File: config.mk
export PLATFORM = sky130hd
export DESIGN_NAME = half_float_compare_classify_unit
export DESIGN_NICKNAME = d
export VERILOG_FILES = /design/src/sv/hfcc_pkg.sv /design/src/sv/half_float_compare_classify_unit.sv /design/src/sv/hfcc_core.sv
export SDC_FILE = /design/constraint.sdc
export NUM_CORES = 1
export LEC_CHECK = 0
export BUFFER_PORTS_ARGS = -buffer_cell sky130_fd_sc_hd__buf_2
export CAP_MARGIN = 25
export CORE_MARGIN = 4
export CORE_UTILIZATION = 46
export CTS_CLUSTER_DIAMETER = 100
export DETAILED_ROUTE_END_ITERATION = 8
export PLACE_DENSITY_LB_ADDON = 0.25
export SLEW_MARGIN = 20
export SYNTH_ARGS = -nofsm -noshare
export SYNTH_HDL_FRONTEND = slang
export SYNTH_SLANG_ARGS = --single-unit
File: constraint.sdc
create_clock -name clk -period 3.8 [get_ports clk]
set_clock_uncertainty 0.2 [all_clocks]
set_input_delay 0.76 -clock clk [delete_from_list [all_inputs] [get_ports clk]]
set_output_delay 0.76 -clock clk [all_outputs]
set_load 0.05 [all_outputs]
File: src/sv/hfcc_pkg.sv
`timescale 1ns / 1ps
// ----------------------------------------------------------------------------
// hfcc_pkg
// Opcodes, binary16 field masks, result bundle and bit-level compare helpers
// for the half float compare and classify unit.
// ----------------------------------------------------------------------------
package hfcc_pkg;

  localparam int unsigned OP_W   = 5;
  localparam int unsigned HALF_W = 16;

  localparam logic [OP_W-1:0] OP_EQ        = 5'd0;
  localparam logic [OP_W-1:0] OP_NE        = 5'd1;
  localparam logic [OP_W-1:0] OP_LT        = 5'd2;
  localparam logic [OP_W-1:0] OP_LE        = 5'd3;
  localparam logic [OP_W-1:0] OP_GT        = 5'd4;
  localparam logic [OP_W-1:0] OP_GE        = 5'd5;
  localparam logic [OP_W-1:0] OP_ISNAN     = 5'd6;
  localparam logic [OP_W-1:0] OP_ISINF     = 5'd7;
  localparam logic [OP_W-1:0] OP_ISFINITE  = 5'd8;
  localparam logic [OP_W-1:0] OP_SIGNBIT   = 5'd9;
  localparam logic [OP_W-1:0] OP_NONZERO   = 5'd10;
  localparam logic [OP_W-1:0] OP_COPYSIGN  = 5'd11;
  localparam logic [OP_W-1:0] OP_NEXTAFTER = 5'd12;
  localparam logic [OP_W-1:0] OP_SPACING   = 5'd13;
  localparam logic [OP_W-1:0] OP_EQ_NONAN  = 5'd14;
  localparam logic [OP_W-1:0] OP_LT_NONAN  = 5'd15;
  localparam logic [OP_W-1:0] OP_LE_NONAN  = 5'd16;

  localparam logic [HALF_W-1:0] EXP_MASK    = 16'h7c00;
  localparam logic [HALF_W-1:0] MAN_MASK    = 16'h03ff;
  localparam logic [HALF_W-1:0] MAX_FINITE  = 16'h7bff;
  localparam logic [HALF_W-1:0] SPC_NEG_OFS = 16'h2c00;
  localparam logic [HALF_W-1:0] SPC_POS_OFS = 16'h2800;
  localparam logic [HALF_W-1:0] EXP_ONE     = 16'h0400;
  localparam logic [HALF_W-1:0] SIGN_MASK   = 16'h8000;
  localparam logic [HALF_W-1:0] MAG_MASK    = 16'h7fff;
  localparam logic [HALF_W-1:0] QNAN_BITS   = 16'h7e00;

  typedef struct packed {
    logic [HALF_W-1:0] word;
    logic              invalid;
    logic              overflow;
  } hfcc_result_t;

  function automatic logic is_nan16(input logic [HALF_W-1:0] h);
    return ((h & EXP_MASK) == EXP_MASK) && ((h & MAN_MASK) != '0);
  endfunction

  function automatic logic is_inf16(input logic [HALF_W-1:0] h);
    return ((h & EXP_MASK) == EXP_MASK) && ((h & MAN_MASK) == '0);
  endfunction

  function automatic logic is_fin16(input logic [HALF_W-1:0] h);
    return (h & EXP_MASK) != EXP_MASK;
  endfunction

  // signed zeros compare equal
  function automatic logic eq_raw(input logic [HALF_W-1:0] a, input logic [HALF_W-1:0] b);
    return (a == b) || (((a | b) & MAG_MASK) == '0);
  endfunction

  function automatic logic lt_raw(input logic [HALF_W-1:0] a, input logic [HALF_W-1:0] b);
    logic r;
    if (a[HALF_W-1]) begin
      if (b[HALF_W-1]) r = (a & MAG_MASK) > (b & MAG_MASK);
      else r = (a != SIGN_MASK) || (b != '0);
    end else if (b[HALF_W-1]) begin
      r = 1'b0;
    end else begin
      r = (a & MAG_MASK) < (b & MAG_MASK);
    end
    return r;
  endfunction

  function automatic logic le_raw(input logic [HALF_W-1:0] a, input logic [HALF_W-1:0] b);
    logic r;
    if (a[HALF_W-1]) begin
      if (b[HALF_W-1]) r = (a & MAG_MASK) >= (b & MAG_MASK);
      else r = 1'b1;
    end else if (b[HALF_W-1]) begin
      r = (a == '0) && (b == SIGN_MASK);
    end else begin
      r = (a & MAG_MASK) <= (b & MAG_MASK);
    end
    return r;
  endfunction

endpackage

File: src/sv/half_float_compare_classify_unit.sv
`timescale 1ns / 1ps
// ----------------------------------------------------------------------------
// half_float_compare_classify_unit
// Binary16 compare / classify / copysign / nextafter / spacing unit with an
// input register and a result register around one combinational pass.
// ----------------------------------------------------------------------------
//  channel  handshake              word
//  in       in_valid / in_ready    opcode, operand_a, operand_b
//  out      out_valid / out_ready  result_word, invalid_flag, overflow_flag
//
//  a word accepted into the input register passes hfcc_core and is captured
//  in the result register; one word per cycle sustained while out_ready is
//  high, set by the single pass through hfcc_core between two registers
//  rst clears both stage valid bits; payload registers are not reset
//  a stalled result holds the output register; the input register keeps
//  filling until both stages are full, then in_ready drops
// ----------------------------------------------------------------------------
module half_float_compare_classify_unit import hfcc_pkg::*; (
  input  logic              clk,
  input  logic              rst,
  input  logic              in_valid,
  output logic              in_ready,
  input  logic [OP_W-1:0]   opcode,
  input  logic [HALF_W-1:0] operand_a,
  input  logic [HALF_W-1:0] operand_b,
  output logic              out_valid,
  input  logic              out_ready,
  output logic [HALF_W-1:0] result_word,
  output logic              invalid_flag,
  output logic              overflow_flag
);

  logic              s1_valid;
  logic [OP_W-1:0]   s1_op;
  logic [HALF_W-1:0] s1_a;
  logic [HALF_W-1:0] s1_b;
  hfcc_result_t      core_res;
  hfcc_result_t      s2_res;
  logic              s2_load;

  assign s2_load  = !out_valid || out_ready;
  assign in_ready = !s1_valid || s2_load;

  always_ff @(posedge clk) begin
    if (rst) begin
      s1_valid <= 1'b0;
    end else if (in_ready) begin
      s1_valid <= in_valid;
    end
    if (in_ready && in_valid) begin
      s1_op <= opcode;
      s1_a  <= operand_a;
      s1_b  <= operand_b;
    end
  end

  hfcc_core u_core (
    .opcode    (s1_op),
    .operand_a (s1_a),
    .operand_b (s1_b),
    .result    (core_res)
  );

  always_ff @(posedge clk) begin
    if (rst) begin
      out_valid <= 1'b0;
    end else if (s2_load) begin
      out_valid <= s1_valid;
    end
    if (s2_load && s1_valid) begin
      s2_res <= core_res;
    end
  end

  assign result_word   = s2_res.word;
  assign invalid_flag  = s2_res.invalid;
  assign overflow_flag = s2_res.overflow;

  // overflow only from nextafter, and then the word is an infinity
  a_ovf_src: assert property (@(posedge clk) disable iff (rst)
    s1_valid && core_res.overflow |-> s1_op == OP_NEXTAFTER &&
      (core_res.word & MAG_MASK) == EXP_MASK)
    else $error("overflow flag without nextafter infinity");

  a_inv_nan: assert property (@(posedge clk) disable iff (rst)
    s1_valid && core_res.invalid |-> core_res.word == QNAN_BITS &&
      (s1_op == OP_NEXTAFTER || s1_op == OP_SPACING))
    else $error("invalid flag without quiet nan result");

  a_adv: assert property (@(posedge clk) disable iff (rst)
    s1_valid && s2_load |=> out_valid)
    else $error("stage 1 word lost on advance");

  a_hold: assert property (@(posedge clk) disable iff (rst)
    s1_valid && !s2_load |=> s1_valid && $stable(s1_a) && $stable(s1_op))
    else $error("stage 1 word changed while stalled");

endmodule

File: src/sv/hfcc_core.sv
`timescale 1ns / 1ps
// ----------------------------------------------------------------------------
// hfcc_core
// Single-pass combinational datapath: compares, classification, copysign,
// nextafter and spacing on raw binary16 words.
// ----------------------------------------------------------------------------
module hfcc_core import hfcc_pkg::*; (
  input  logic [OP_W-1:0]   opcode,
  input  logic [HALF_W-1:0] operand_a,
  input  logic [HALF_W-1:0] operand_b,
  output hfcc_result_t      result
);

  logic              both_num;
  logic [4:0]        exp_a;
  logic [HALF_W-1:0] e_full;
  logic [HALF_W-1:0] spc_word;
  logic              spc_inv;
  logic [HALF_W-1:0] nxt_word;
  logic              nxt_inv;
  logic              toward_zero;

  assign both_num = !is_nan16(operand_a) && !is_nan16(operand_b);
  assign exp_a    = operand_a[14:10];
  assign e_full   = operand_a & EXP_MASK;

  // spacing: gap to the next value toward +infinity, always positive
  always_comb begin
    spc_inv  = 1'b0;
    spc_word = 16'd1;
    if (e_full == EXP_MASK || operand_a == MAX_FINITE) begin
      spc_inv  = 1'b1;
      spc_word = QNAN_BITS;
    end else if (operand_a[15] && (operand_a & MAN_MASK) == '0) begin
      if (e_full > SPC_NEG_OFS) spc_word = e_full - SPC_NEG_OFS;
      else if (e_full > EXP_ONE) spc_word = 16'd1 << (exp_a - 5'd2);
    end else begin
      if (e_full > SPC_POS_OFS) spc_word = e_full - SPC_POS_OFS;
      else if (e_full > EXP_ONE) spc_word = 16'd1 << (exp_a - 5'd1);
    end
  end

  // nextafter: step the raw word by one toward operand_b
  always_comb begin
    nxt_inv     = 1'b0;
    toward_zero = !operand_b[15] || ((operand_a & MAG_MASK) > (operand_b & MAG_MASK));
    if (!is_fin16(operand_a) || is_nan16(operand_b)) begin
      nxt_inv  = 1'b1;
      nxt_word = QNAN_BITS;
    end else if (eq_raw(operand_a, operand_b)) begin
      nxt_word = operand_a;
    end else if ((operand_a & MAG_MASK) == '0) begin
      nxt_word = (operand_b & SIGN_MASK) + 16'd1;
    end else if (!operand_a[15]) begin
      nxt_word = ($signed(operand_a) > $signed(operand_b)) ? operand_a - 16'd1
                                                         : operand_a + 16'd1;
    end else begin
      nxt_word = toward_zero ? operand_a - 16'd1 : operand_a + 16'd1;
    end
  end

  always_comb begin
    result = '0;
    unique case (opcode)
      OP_EQ:        result.word[0] = both_num && eq_raw(operand_a, operand_b);
      OP_NE:        result.word[0] = !(both_num && eq_raw(operand_a, operand_b));
      OP_LT:        result.word[0] = both_num && lt_raw(operand_a, operand_b);
      OP_LE:        result.word[0] = both_num && le_raw(operand_a, operand_b);
      OP_GT:        result.word[0] = both_num && lt_raw(operand_b, operand_a);
      OP_GE:        result.word[0] = both_num && le_raw(operand_b, operand_a);
      OP_ISNAN:     result.word[0] = is_nan16(operand_a);
      OP_ISINF:     result.word[0] = is_inf16(operand_a);
      OP_ISFINITE:  result.word[0] = is_fin16(operand_a);
      OP_SIGNBIT:   result.word[0] = operand_a[15];
      OP_NONZERO:   result.word[0] = (operand_a & MAG_MASK) != '0;
      OP_COPYSIGN:  result.word    = (operand_a & MAG_MASK) | (operand_b & SIGN_MASK);
      OP_NEXTAFTER: begin
        result.word     = nxt_word;
        result.invalid  = nxt_inv;
        result.overflow = is_inf16(nxt_word);
      end
      OP_SPACING: begin
        result.word    = spc_word;
        result.invalid = spc_inv;
      end
      OP_EQ_NONAN:  result.word[0] = eq_raw(operand_a, operand_b);
      OP_LT_NONAN:  result.word[0] = lt_raw(operand_a, operand_b);
      OP_LE_NONAN:  result.word[0] = le_raw(operand_a, operand_b);
      default:      result = '0;
    endcase
  end

endmodule
Word level (Yosys, flattened, before mapping)
Cells that the tools add are included.
{"block": "word_totals", "in_bits": 41, "mem_bits_ro": 0, "ff_bits": 57, "mem_bits_rw": 0, "out_inout_bits": 20, "mem_count": 0, "wordCells": 132, "latchBits": 0}
{"block": "classes", "muxes": 33, "reduce_logical": 42, "n_lt_le_gt_ge": 12, "shift": 2, "multipliers": 0, "n_eq_ne": 26, "n_addsub": 7, "bitwise_logic": 2, "n_div": 0}
{"operator": "16-bit 2-to-1 mux", "count": 12}
{"operator": "16-bit logical NOT", "count": 6}
{"operator": "16-bit nonzero test", "count": 5}
{"operator": "15-bit case mux with 3 select lines", "count": 1}
{"operator": "5-bit by 4-bit == test with 1-bit output (second input constant)", "count": 8}
{"operator": "16-bit by 1-bit adder with 16-bit output (second input constant)", "count": 2}
{"operator": "16-bit == test (second input constant)", "count": 2}
{"operator": "16-bit != test (second input constant)", "count": 2}
{"operator": "1-bit by 5-bit left shift with 16-bit output (first input constant)", "count": 2}
{"operator": "15-bit by 14-bit subtractor with 16-bit output (second input constant)", "count": 2}
{"operator": "15-bit greater-or-equal comparator", "count": 2}
{"operator": "15-bit by 14-bit > comparator with 1-bit output (second input constant)", "count": 2}
{"operator": "15-bit > comparator", "count": 2}
{"operator": "15-bit <= comparator", "count": 2}
{"operator": "15-bit less-than comparator", "count": 2}
{"operator": "5-bit by 3-bit == test with 1-bit output (second input constant)", "count": 4}
{"operator": "5-bit == test (second input constant)", "count": 4}
{"operator": "1-bit 2-to-1 mux", "count": 18}
{"operator": "1-bit case mux with 17 select lines", "count": 1}
{"operator": "16-bit by 15-bit == test with 1-bit output (second input constant)", "count": 1}
{"operator": "16-bit == test", "count": 1}
{"operator": "16-bit > comparator", "count": 1}
{"operator": "15-bit by 16-bit bitwise OR with 16-bit output", "count": 1}
{"operator": "16-bit by 1-bit subtractor with 16-bit output (second input constant)", "count": 1}
{"operator": "12 further kinds", "count": 40}

Depth between registers and ports, before layout
Gate-level depths: netlist of run 1.
{"block": "logic_depth", "ltp_word": 9, "mapped_depth": 14, "depth_no_buf": 11}

By module
Synthesis of run 1 repeated with hierarchy kept, for this count alone.
{"block": "unflattened", "hier_cells": 579, "hier_area_um2": 5154.9}
{"module": "hfcc_core", "seq_area_each_um2": 0.0, "area_each_um2": 3399.5, "instances": 1, "cells_per_inst": 514}
{"module": "half_float_compare_classify_unit", "seq_area_each_um2": 1691.6, "area_each_um2": 1755.4, "instances": 1, "cells_per_inst": 65}

Worst setup path before layout of run 1
OpenSTA, ideal clock, no wires.
{"block": "synth_path", "kind": "reg-to-reg", "from": "reg s1_a[10]", "to": "reg s2_res (netlist bit overflow_flag) (data pin)", "slack_ns": -0.226, "arrival_time_ns": 3.569, "required_time_ns": 3.343, "setup_time_ns": 0.257, "synth_period_minus_slack_ns": 4.026, "path_buffers": 1, "path_stages_with_launch": 13, "cell_sequence": "edfxtp_1 -> clkbuf_1 -> inv_1 -> ha_1 -> or3_4 -> or2_4 -> a211oi_4 -> o31ai_2 -> or4_4 -> a2111o_1 -> o211a_1 -> nor4b_1 -> o2111a_1"}
{"block": "synth_via", "elab_chain_cells": 9, "word_cells_on_any_way": 22, "cone_classes": "2 x add/sub; 2 x order compare; 3 x eq/ne; 6 x mux; 1 x bitwise; 8 x reduce/logical"}
{"element": "start: declaration", "line_no": "half_float_compare_classify_unit.sv:35", "text": "logic [HALF_W-1:0] s1_a;"}
{"element": "start signal: assignment", "line_no": "half_float_compare_classify_unit.sv:52", "text": "s1_a <= operand_a;"}
{"element": "15-bit > comparator", "line_no": "hfcc_core.sv:46", "text": "toward_zero = !operand_b[15] || ((operand_a & MAG_MASK) > (operand_b & MAG_MASK));"}
{"element": "1-bit logical OR", "line_no": "hfcc_core.sv:46"}
{"element": "16-bit 2-to-1 mux", "line_no": "hfcc_core.sv:58", "text": "nxt_word = toward_zero ? operand_a - 16'd1 : operand_a + 16'd1;"}
{"element": "16-bit 2-to-1 mux", "line_no": "hfcc_core.sv:54", "text": "end else if (!operand_a[15]) begin"}
{"element": "16-bit 2-to-1 mux", "line_no": "hfcc_core.sv:52", "text": "end else if ((operand_a & MAG_MASK) == '0) begin"}
{"element": "16-bit 2-to-1 mux", "line_no": "hfcc_core.sv:50", "text": "end else if (eq_raw(operand_a, operand_b)) begin"}
{"element": "16-bit 2-to-1 mux *", "line_no": "hfcc_core.sv:47", "text": "if (!is_fin16(operand_a) || is_nan16(operand_b)) begin"}
{"element": "16-bit logical NOT or 5-bit == test (tied branches)", "line_no": "hfcc_pkg.sv:51", "text": "return ((h & EXP_MASK) == EXP_MASK) && ((h & MAN_MASK) == '0);"}
{"element": "1-bit logical AND *", "line_no": "hfcc_pkg.sv:51"}
{"element": "end signal: assignment", "line_no": "half_float_compare_classify_unit.sv:71", "text": "s2_res <= core_res;"}
{"element": "end: declaration", "line_no": "half_float_compare_classify_unit.sv:38", "text": "hfcc_result_t s2_res;"}
Every way passes the cells marked *; elsewhere a longest branch is shown, timed or not.
A chain may end at the register's enable or synchronous reset.

Final worst setup path of run 1
{"block": "layout_path", "from": "reg s1_b[7]", "to": "reg s2_res (netlist bit overflow_flag) (data pin)"}
{"block": "layout_via", "elab_chain_cells": 9, "word_cells_on_any_way": 19, "cone_classes": "2 x order compare; 2 x eq/ne; 6 x mux; 1 x bitwise; 8 x reduce/logical"}
{"element": "start: declaration", "line_no": "half_float_compare_classify_unit.sv:36", "text": "logic [HALF_W-1:0] s1_b;"}
{"element": "start signal: assignment", "line_no": "half_float_compare_classify_unit.sv:53", "text": "s1_b <= operand_b;"}
{"element": "15-bit > comparator", "line_no": "hfcc_core.sv:46"}
{"element": "1-bit logical OR", "line_no": "hfcc_core.sv:46"}
{"element": "16-bit 2-to-1 mux", "line_no": "hfcc_core.sv:58"}
{"element": "16-bit 2-to-1 mux", "line_no": "hfcc_core.sv:54"}
{"element": "16-bit 2-to-1 mux", "line_no": "hfcc_core.sv:52"}
{"element": "16-bit 2-to-1 mux", "line_no": "hfcc_core.sv:50"}
{"element": "16-bit 2-to-1 mux *", "line_no": "hfcc_core.sv:47"}
{"element": "16-bit logical NOT or 5-bit == test (tied branches)", "line_no": "hfcc_pkg.sv:51"}
{"element": "1-bit logical AND *", "line_no": "hfcc_pkg.sv:51"}
Marks and branches as above.

==> reports/metrics.cfg, run 1 <==
[outcome]
outcome=finished, final reports clean

[synthesis]
synth-edff-count=55
synthTopCellsByCount=55 x edfxtp_1, 46 x nor2_1, 42 x inv_1
synth_cell_type_count=72
async_flop_share=0
synth_most_common_cell=edfxtp_1
synth_top_family_by_area=simple AND/OR/NAND/NOR gates
netlist.area_leader.share=0.3495
seq_area_frac_synth=0.3580
synth_fa_ha_area_frac=0.1086
syn_nets=603
synthFlopType=edfxtp_1
ys.warnings.count=0
avgSynthCellArea_um2=9.071
synthTopCellsByArea=edfxtp_1 35%, ha_1 11%, nor2_1 3.7%, mux2i_1 3.6%, inv_1 3.3%
syn_area_um2=4726
synthMuxAreaShare=0.04316
ys_ff_latch=57
synth_simple_gate_area_share=0.2213
synth_compound_area_frac=0.1898
synth_top_area_cell=edfxtp_1
synthCells=521
synthXorXnorAreaFrac=0.01668

[floorplan]
ios=61
fp.coreArea_um2=9910
num_rows=36
die_w_um=109.4
start_util=0.4769
die_y_um=109.4
dieArea_um2=11960

[clocking]
numCtsBuffers=9
clk_latency_ns=0.35
clkSinkCount=57
cts.clk_slew.worst_paths_ns=0.07
root_buffer=clkbuf_8
cts_buffer_depth=2
cts_max_level=3
cts_tree=built

[layout]
drive_gt1_frac=0.2963
diodes=0
fin_area_um2=5943
final_util=0.5997
num-nets-final=725
fillers=895
layout-area-overhead-vs-synth_pct=25.76
fin_cells=781

[worst_setup_path]
crit_required_ns=3.71
critPathLaunchType=register
arrival_ns=3.68
path_max_fanout=3
worstSetupEndpointType=register
critical_path_class=reg2reg

[routing]
drt_iter0_drc=428
num_vias=4526
drtAntennaViolNets=0
drc_errors=0
firstDrtPassIters=8
via_per_inst=5.795
wl_per_cell_um=17.39
wirelength_um=13580

[min_path]
min_path_type=reg2reg

[timing]
hold_viol_final=0
tns_ns=0
fin_crit_ns=3.768
tightest_slew_ns=1.056
fin_ws_ns=0.03157
grt_setup_unrepaired=yes
setup-violations-final=0
slew_violations=0
slew_headroom=0.2932
fmax_ghz=0.2654
fin_crit_sh=0.9917

[global_route]
antenna_found_initial=0
grt_first_pass_wirelength_um=21440
gr-total-overflow=0
track_usage=0.2310
grt_pass1_vias=4304
grt_max_degree=38

[job]
cap_violations=0

[power]
power_frac_seq=0.456
power.switching_mw=0.5114
p_per_area_nw_per_um2=276.0
internal_power_mw=1.129
ir_drop_uv=230.1
p_leak_nw=2.450
p_comb_frac=0.258
swShare=0.3117
power.share.clock=0.286

[place]
pre_cts_ws_ns=-0.2021
place_area_um2=5639
portBuffers=60
gp_congestion=0.9192
dp_cells=756
hpwlAfterDp_um=10390

[state kept, by name, indices dropped and copies added, names as in the netlist]
register	count
out_valid	1
overflow_flag	1
s1_op	5
s1_b	16
result_word	16
s1_a	16
s1_valid	1
invalid_flag	1
[worst max-delay path: stages, from the launching register on]
cell and delay, ns:
edfxtp_1 0.41, inv_2 0.11, ha_4 0.21, or4_4 0.52
or2_4 0.26, a211oi_4 0.22, o31ai_4 0.13, buf_6 0.15
or4_4 0.41, a2111o_1 0.40, o211a_1 0.13, nor4b_1 0.14
o2111a_1 0.23
[per-layer routing]
layer | up-vias | track usage | routed length, µm
met5 | - | 0 | 0
met4 | 0 | 0.05788 | 132
met3 | 16 | 0.04756 | 943
met2 | 180 | 0.3875 | 6685
met1 | 2116 | 0.3053 | 5817
li1 | 2214 | - | -
[area by class of cell]
| class | instances | area (µm²) | area share |
|---|---|---|---|
| tap | 133 | 166.4 | 0.02800 |
| multi-input combinational | 390 | 2838 | 0.4775 |
| inverter | 42 | 162.7 | 0.02737 |
| clock inverter | 5 | 22.52 | 0.003789 |
| clock buffer | 11 | 131.4 | 0.02211 |
| timing repair buffer | 143 | 930.9 | 0.1566 |
| sequential | 57 | 1692 | 0.2846 |
[stage by stage]
| stage | power, mW | hold WS (ns) |
|---|---|---|
| floorplan | 1.018 | 0.2778 |
| global placement | 1.150 | 0.2918 |
| detailed placement | 1.158 | 0.3185 |
| CTS | 1.641 | 0.3340 |
| global route | 1.741 | 0.3589 |
| finish | 1.641 | 0.3306 |
[final timing paths]
| check | slack, ns | endpoint | from | depth (start not counted) |
|---|---|---|---|---|
| setup / recovery | 0.03 | overflow_flag | s1_b[7] | 12 |
| hold / removal | 0.33 | out_valid | s1_valid | 2 |
| setup reg to reg | 0.03 | overflow_flag | s1_b[7] | 12 |
| hold reg to reg | 0.33 | out_valid | s1_valid | 2 |
[placed cells by master (no fill, tap or decap), types with 17 or more instances in the layout]
master,instances
buf_2,60
a21oi_1,22
buf_4,81
mux2i_1,17
ha_1,38
o21ai_0,18
edfxtp_1,55
inv_1,32
nor2_1,46
nand2_1,38
[power by group through the flow]
stage | Sequential [mW] | Clock [mW] | Combinational (mW)
3_3_place_gp | 0.760 | 0 | 0.390
3_5_place_dp | 0.761 | 0 | 0.396
5_1_grt | 0.752 | 0.529 | 0.461
2_1_floorplan | 0.800 | 0 | 0.218
6_report | 0.749 | 0.468 | 0.424
4_1_cts | 0.748 | 0.487 | 0.406
[repair_timing]
action                     CTS  global route
setup endpoints to repair    5             8
buffers inserted             4             5
gates resized for setup      2            16
pin swaps                    3             3
hold buffers                 0             0
[cell families (layout without fill, tap and decap cells)]
logic type | count (synthesis) | in the layout
adders and majority gates | 41 | 41
muxes | 20 | 20
AOI/OAI and AO/OA | 127 | 127
and+or+nand+nor | 193 | 193
xor gates and xnor gates | 9 | 9
DFF | 57 | 57
buffers and inverters | 74 | 201
Power figures use the tool's default switching activity.
==> run 2, diff against run 1 <==
--- a/config.mk
+++ b/config.mk
@@ -5,6 +5,7 @@
 export SDC_FILE = /design/constraint.sdc
 export NUM_CORES = 1
 export LEC_CHECK = 0
+export ABC_AREA = 1
 export BUFFER_PORTS_ARGS = -buffer_cell sky130_fd_sc_hd__buf_2
 export CAP_MARGIN = 25
 export CORE_MARGIN = 4
==> run 2 against run 1 <==
Non-clock buffer count is 74 lower. Critical path depth is 5 higher. Final area grew 6.4%. First-iteration DRC count rose by 7.0%. Combinational power is 13% higher. Critical path type unchanged.
==> reports/metrics.cfg, run 2 <==
[outcome]
outcome=finished, final reports clean

[synthesis]
synthFlopType=edfxtp_1
synth_cell_type_count=51  ; -29%
syn_area_um2=5590  ; +18%
seq_area_frac_synth=0.3026  ; -0.05536
synth_fa_ha_area_frac=0.09176  ; -0.01679
ys_ff_latch=57  ; unchanged
synth-edff-count=55  ; unchanged
synth_top_area_cell=edfxtp_1
syn_nets=832  ; +38%
synthMuxAreaShare=0  ; -0.04316
netlist.area_leader.share=0.2954  ; -0.05405
synthXorXnorAreaFrac=0.04387  ; +0.02719
async_flop_share=0  ; unchanged
ys.warnings.count=0  ; unchanged
synth_top_family_by_area=simple AND/OR/NAND/NOR gates
synth_most_common_cell=nand2_1
synth_compound_area_frac=0.1206  ; -0.06920
synthTopCellsByCount=161 x nand2_1, 88 x inv_1, 81 x nand3_1
avgSynthCellArea_um2=7.454  ; -18%
synthTopCellsByArea=edfxtp_1 30%, nand2_1 11%, ha_1 9.2%, nand3_1 7.3%, inv_1 5.9%
synthCells=750  ; +44%
synth_simple_gate_area_share=0.3474  ; +0.1260

[timing]
grt_setup_unrepaired=no
fin_crit_sh=0.8931  ; -0.09854
setup-violations-final=0  ; unchanged
fin_ws_ns=0.4060  ; +0.3745 ns
hold_viol_final=0  ; unchanged
slew_violations=0  ; unchanged
fin_crit_ns=3.394  ; -0.3745 ns
fmax_ghz=0.2946  ; +11%
slew_headroom=0.5223  ; +0.2291
tightest_slew_ns=0.7141  ; -0.3422 ns
tns_ns=0  ; unchanged

[worst_setup_path]
critical_path_class=reg2reg
path_cells=inv_2 > ha_1 > nor2_2 > nand2_1 > nor2_4 > nand2_2 > nand2_4 > nand2_8 > nand2_4 > nand2_4 > nand2_1 > nand3_1 > nand2_1 > nand2_1 > nor2_1 > nand3_1 > nor2_1
r2r_cells=17  ; +5
crit_required_ns=3.78  ; +0.07 ns
arrival_ns=3.38  ; -0.30 ns
cpMaxStageDelayCell=edfxtp_1
r2r-end=overflow_flag
critPathLaunchType=register
cpMostUsedCell=nand2_1
worst_r2r_startpoint=s1_a[10]
r2r_slack_ns=0.41  ; +0.37 ns
worstSetupEndpointType=register
max_stage_delay_ns=0.65  ; +0.13 ns
path_max_fanout=12  ; +9

[layout]
drive_gt1_frac=0.1856  ; -0.1107
layout-area-overhead-vs-synth_pct=13.12
diodes=0  ; unchanged
layout_common_cells=161 x nand2_1, 88 x inv_1, 81 x nand3_1
num-nets-final=896  ; +24%
layout_commonest_cell=nand2_1
fillers=1139  ; +27%
multiInputGateArea_um2=3374  ; +19%
regArea_um2=1692  ; unchanged

[clocking]
post-cts-setup-buffer-count=0  ; -4
cts_buffer_depth=2  ; unchanged
cts_max_level=3  ; unchanged
cts_resized=0  ; -2
clk_latency_ns=0.35  ; about the same
cts.clk_slew.worst_paths_ns=0.05  ; -0.02 ns
clkSinkCount=57  ; unchanged
cts_tree=built
numCtsBuffers=9  ; unchanged
ctsHoldBuffers=0  ; unchanged
root_buffer=clkbuf_16

[power]
p_leak_nw=2.852  ; +16%
ir_drop_uv=240.6  ; +4.6%
p_per_area_nw_per_um2=323.1  ; +17%

[global_route]
track_usage=0.2461  ; +0.01506
antenna_found_initial=0  ; unchanged
grt_first_pass_wirelength_um=27280  ; +27%
grt_max_degree=38  ; unchanged
grt_pass1_vias=5287  ; +23%
gr-total-overflow=0  ; unchanged

[place]
pre_cts_ws_ns=0.4520  ; +0.6541 ns
gp_congestion=1.032  ; +12%
hpwlAfterDp_um=13740  ; +32%
portBuffers=60  ; unchanged

[floorplan]
die_w_um=118.2  ; +8.1%
num_rows=40  ; +11%
dieArea_um2=13980  ; +17%
die_y_um=118.2  ; +8.1%
ios=61  ; unchanged
fp.coreArea_um2=11960  ; +21%
start_util=0.4674  ; -0.009530

[routing]
drt_iter0_drc=458  ; +7.0%
wirelength_um=17240  ; +27%
drc_errors=0  ; unchanged
drtAntennaViolNets=0  ; unchanged
firstDrtPassIters=5  ; -3
via_per_inst=5.709  ; -1.5%
wl_per_cell_um=17.84  ; +2.6%
num_vias=5515  ; +22%

[job]
cap_violations=0  ; unchanged

[min_path]
worstHoldStart=s1_valid
whs_endpoint=out_valid
hold_path_depth=2  ; unchanged
min_path_type=reg2reg

-- run 2: changes by cell type after synthesis, sizes merged, moves of 7 or more --
cell    previous run  this run
nand2             38       175
nand3             12        86
inv               42       108
nor2              46        84
clkbuf            26         3
xor2               3        25
mux2i             17         0
o21ai             23        38
a21oi             23        35
a31oi             12         2
a22oi             16         7
or4                9         0
nor4              14         6
buf                6        13
-- run 2: layout make-up --
cell class                 count  area share
clock buffer                  11     0.03680
clock inverter                 5    0.008904
inverter                     109     0.06589
multi-input combinational    568      0.5336
sequential                    57      0.2675
tap                          147     0.02909
timing repair buffer          69     0.05817
-- run 2: kinds of logic (layout without fill, tap and decap cells) --
family,Yosys count,count (layout)
and+or+nand+nor,391,391
buffers and inverters,125,194
AOI/OAI and AO/OA,108,108
DFF,57,57
adders and majority gates,41,41
xor gates and xnor gates,28,28
-- run 2: worst max-delay path by stage --
stage | start | end | slack [ns] | cells past startpoint
after floorplan | s1_a[10] | overflow_flag | 1.06 | 19
after global placement | s1_a[10] | overflow_flag | 0.47 | 18
after detailed placement | s1_a[10] | overflow_flag | 0.45 | 18
after CTS | s1_a[10] | overflow_flag | 0.44 | 18
after global routing | s1_a[10] | overflow_flag | 0.20 | 17
final | s1_a[10] | overflow_flag | 0.41 | 17
-- run 2: routing by layer --
metal | wire, µm | GRT usage
met5 | 0 | 0
met4 | 787 | 0.1289
met3 | 1387 | 0.04115
met2 | 7886 | 0.3973
met1 | 7175 | 0.3156
-- run 2: worst max-delay path, delay by kind of cell, from the launching register on --
kind | cells | cell delay [ns]
adder cells (fa/ha/maj) | 1 | 0.38
flip-flops | 1 | 0.65
AND/OR/NAND/NOR | 15 | 1.72
buffers and inverters | 1 | 0.26
-- run 2: power by group --
part           internal (mW)  leakage [nW]  total, mW  switching (mW)
combinational          0.150          2.15      0.479           0.329
sequential             0.727         0.563      0.762          0.0352
clock                  0.506         0.139      0.802           0.296
total                   1.38          2.85       2.04           0.660
-- run 2: per-stage QoR --
stage	utilization	area [µm²]	hold slack (ns)	total power, mW	cells
after floorplan	-	5590	0.2448	1.112	750
after global placement	0.5045	6035	0.2534	1.241	950
after detailed placement	0.5045	6035	0.2848	1.243	950
after CTS	0.5287	6324	0.2919	2.050	966
after global routing	0.5287	6324	0.3306	2.142	966
final	0.5287	6324	0.2870	2.043	966
==> run 3, diff against run 2 <==
--- a/config.mk
+++ b/config.mk
@@ -9,10 +9,10 @@
 export BUFFER_PORTS_ARGS = -buffer_cell sky130_fd_sc_hd__buf_2
 export CAP_MARGIN = 25
 export CORE_MARGIN = 4
-export CORE_UTILIZATION = 46
+export CORE_UTILIZATION = 40
 export CTS_CLUSTER_DIAMETER = 100
 export DETAILED_ROUTE_END_ITERATION = 8
-export PLACE_DENSITY_LB_ADDON = 0.25
+export PLACE_DENSITY = 0.6
 export SLEW_MARGIN = 20
 export SYNTH_ARGS = -nofsm -noshare
 export SYNTH_HDL_FRONTEND = slang
==> run 3 against run 2 <==
Sequential power barely moved. Final area increased by 0.46%. Routed wire length is 0.78% higher. Total power is 2.7% lower. Die area grew 14%. Via count hardly changed. Utilization down 5.6 points. Worst setup slack got worse by 0.034 ns. Non-clock buffer count rose by 1. Cell count rose by 3.1%. Combinational power about the same.
==> reports/metrics.cfg, run 3 (synthesis results as in run 2) <==
[outcome]
outcome=finished, final reports clean

[global_route]
gr-total-overflow=0  ; unchanged
grt_first_pass_wirelength_um=27930  ; +2.4%
grt_max_degree=38  ; unchanged
grt_use_met1=0.2911  ; -0.02458
grt_use_met2=0.3521  ; -0.04517
grt_pass1_vias=5267  ; -0.38%
met3_usage=0.03472  ; -0.006432
antenna_found_initial=0  ; unchanged
grt.busiest_layer=met2
track_usage=0.2197  ; -0.02636

[timing]
fmax_ghz=0.2917  ; -1.0%
fin_crit_sh=0.9022  ; +0.009060
grt_setup_unrepaired=no
fin_ws_ns=0.3716  ; -0.03443 ns
setup-violations-final=0  ; unchanged
slew_headroom=0.5183  ; -0.004048
fin_crit_ns=3.428  ; +0.03443 ns
tightest_slew_ns=0.7201  ; +0.006051 ns
tns_ns=0  ; unchanged
whs_ns=0.2764  ; -0.01056 ns
slew_violations=0  ; unchanged
hold_viol_final=0  ; unchanged

[clocking]
cts_max_level=3  ; unchanged
numCtsBuffers=9  ; unchanged
clk_latency_ns=0.34  ; about the same
cts_buffer_depth=2  ; unchanged
root_buffer=clkbuf_16
clkSinkCount=57  ; unchanged
post-cts-setup-buffer-count=0  ; unchanged
ctsHoldBuffers=0  ; unchanged
cts_tree=built
cts.clk_slew.worst_paths_ns=0.05  ; about the same
cts_resized=0  ; unchanged

[job]
cap_violations=0  ; unchanged

[power]
finalPower_mw=1.988  ; -2.7%
p_per_area_nw_per_um2=312.9  ; -3.2%
p_leak_nw=2.842  ; -0.35%
ir_drop_uv=241.0  ; +0.15%

[layout]
fin_cells=996  ; +3.1%
multiInputGateArea_um2=3374  ; unchanged
fillers=1400  ; +23%
layout-area-overhead-vs-synth_pct=13.63
regArea_um2=1692  ; unchanged
drive_gt1_frac=0.1878  ; +0.002213
layout_common_cells=161 x nand2_1, 88 x inv_1, 81 x nand3_1
layout_commonest_cell=nand2_1
num-nets-final=897  ; +0.11%
diodes=0  ; unchanged

[floorplan]
dieArea_um2=15930  ; +14%
start_util=0.4156  ; -0.05181
num_rows=42  ; +5.0%
fp.coreArea_um2=13450  ; +12%
ios=61  ; unchanged
die_w_um=126.2  ; +6.7%
die_y_um=126.2  ; +6.7%

[routing]
via_per_inst=5.533  ; -3.1%
firstDrtPassIters=6  ; +1
drt_iter0_drc=499  ; +9.0%
drtAntennaViolNets=0  ; unchanged
num_vias=5511  ; -0.073%
wl_per_cell_um=17.44  ; -2.3%
wirelength_um=17370  ; +0.78%
drc_errors=0  ; unchanged

[min_path]
min_path_type=reg2reg

[place]
pre_cts_ws_ns=0.4748  ; +0.02287 ns
gp_congestion=1.008  ; -2.3%
portBuffers=60  ; unchanged
dp_cells=980  ; +3.2%
hpwlAfterDp_um=13880  ; +1.0%

[worst_setup_path]
arrival_ns=3.32  ; -0.06 ns
crit_required_ns=3.69  ; -0.09 ns
worstSetupEndpointType=register
path_max_fanout=12  ; unchanged
critical_path_class=reg2reg
critPathLaunchType=register

run 3: path summary, 6_finish.rpt:
| check | start | endpoint | depth (start not counted) | slack [ns] |
|---|---|---|---|---|
| max | s1_a[10] | overflow_flag | 18 | 0.37 |
| min | s1_valid | out_valid | 2 | 0.28 |
| max reg2reg | s1_a[10] | overflow_flag | 18 | 0.37 |
| min reg2reg | s1_valid | out_valid | 2 | 0.28 |
run 3: per-stage QoR:
stage	area (µm²)	utilization
floorplan	5590	-
global placement	6078	0.4518
detailed placement	6078	0.4518
CTS	6352	0.4722
global route	6352	0.4722
finish	6352	0.4722
run 3: final cells by class:
type	instances	share of cell area
inverters	109	0.06559
repair buffers	70	0.05909
clock buffers	10	0.03604
multi-input cells	568	0.5312
well taps	176	0.03467
flip-flops and latches	57	0.2663
clock inverters	6	0.007091
run 3: worst max-delay path, stage by stage, from the launching register on:
cell and delay, ns:
edfxtp_1 0.70, inv_2 0.28, ha_1 0.38, nor2_2 0.15
nand2_1 0.12, nor3_1 0.18, nand2_1 0.08, nand2_2 0.13
nand2_4 0.11, nand2_8 0.11, nand2_4 0.10, nand2_4 0.13
nand2_1 0.06, nand3_1 0.07, nand2_1 0.10, nand2_1 0.09
nor2_1 0.05, nand3_1 0.08, nor2_1 0.05
run 3: where the power goes:
group	leakage [nW]	total, mW	internal, mW	switching (mW)
Combinational	2.15	0.482	0.151	0.331
Sequential	0.563	0.762	0.727	0.0353
Clock	0.125	0.743	0.441	0.302
Total	2.84	1.99	1.32	0.669
run 3: metal layers:
metal / vias to the layer above / wire length (µm)
li1: 2668 / -
met2: 272 / 7948
met4: 0 / 680
met1: 2523 / 7401
met3: 48 / 1343
met5: - / 0
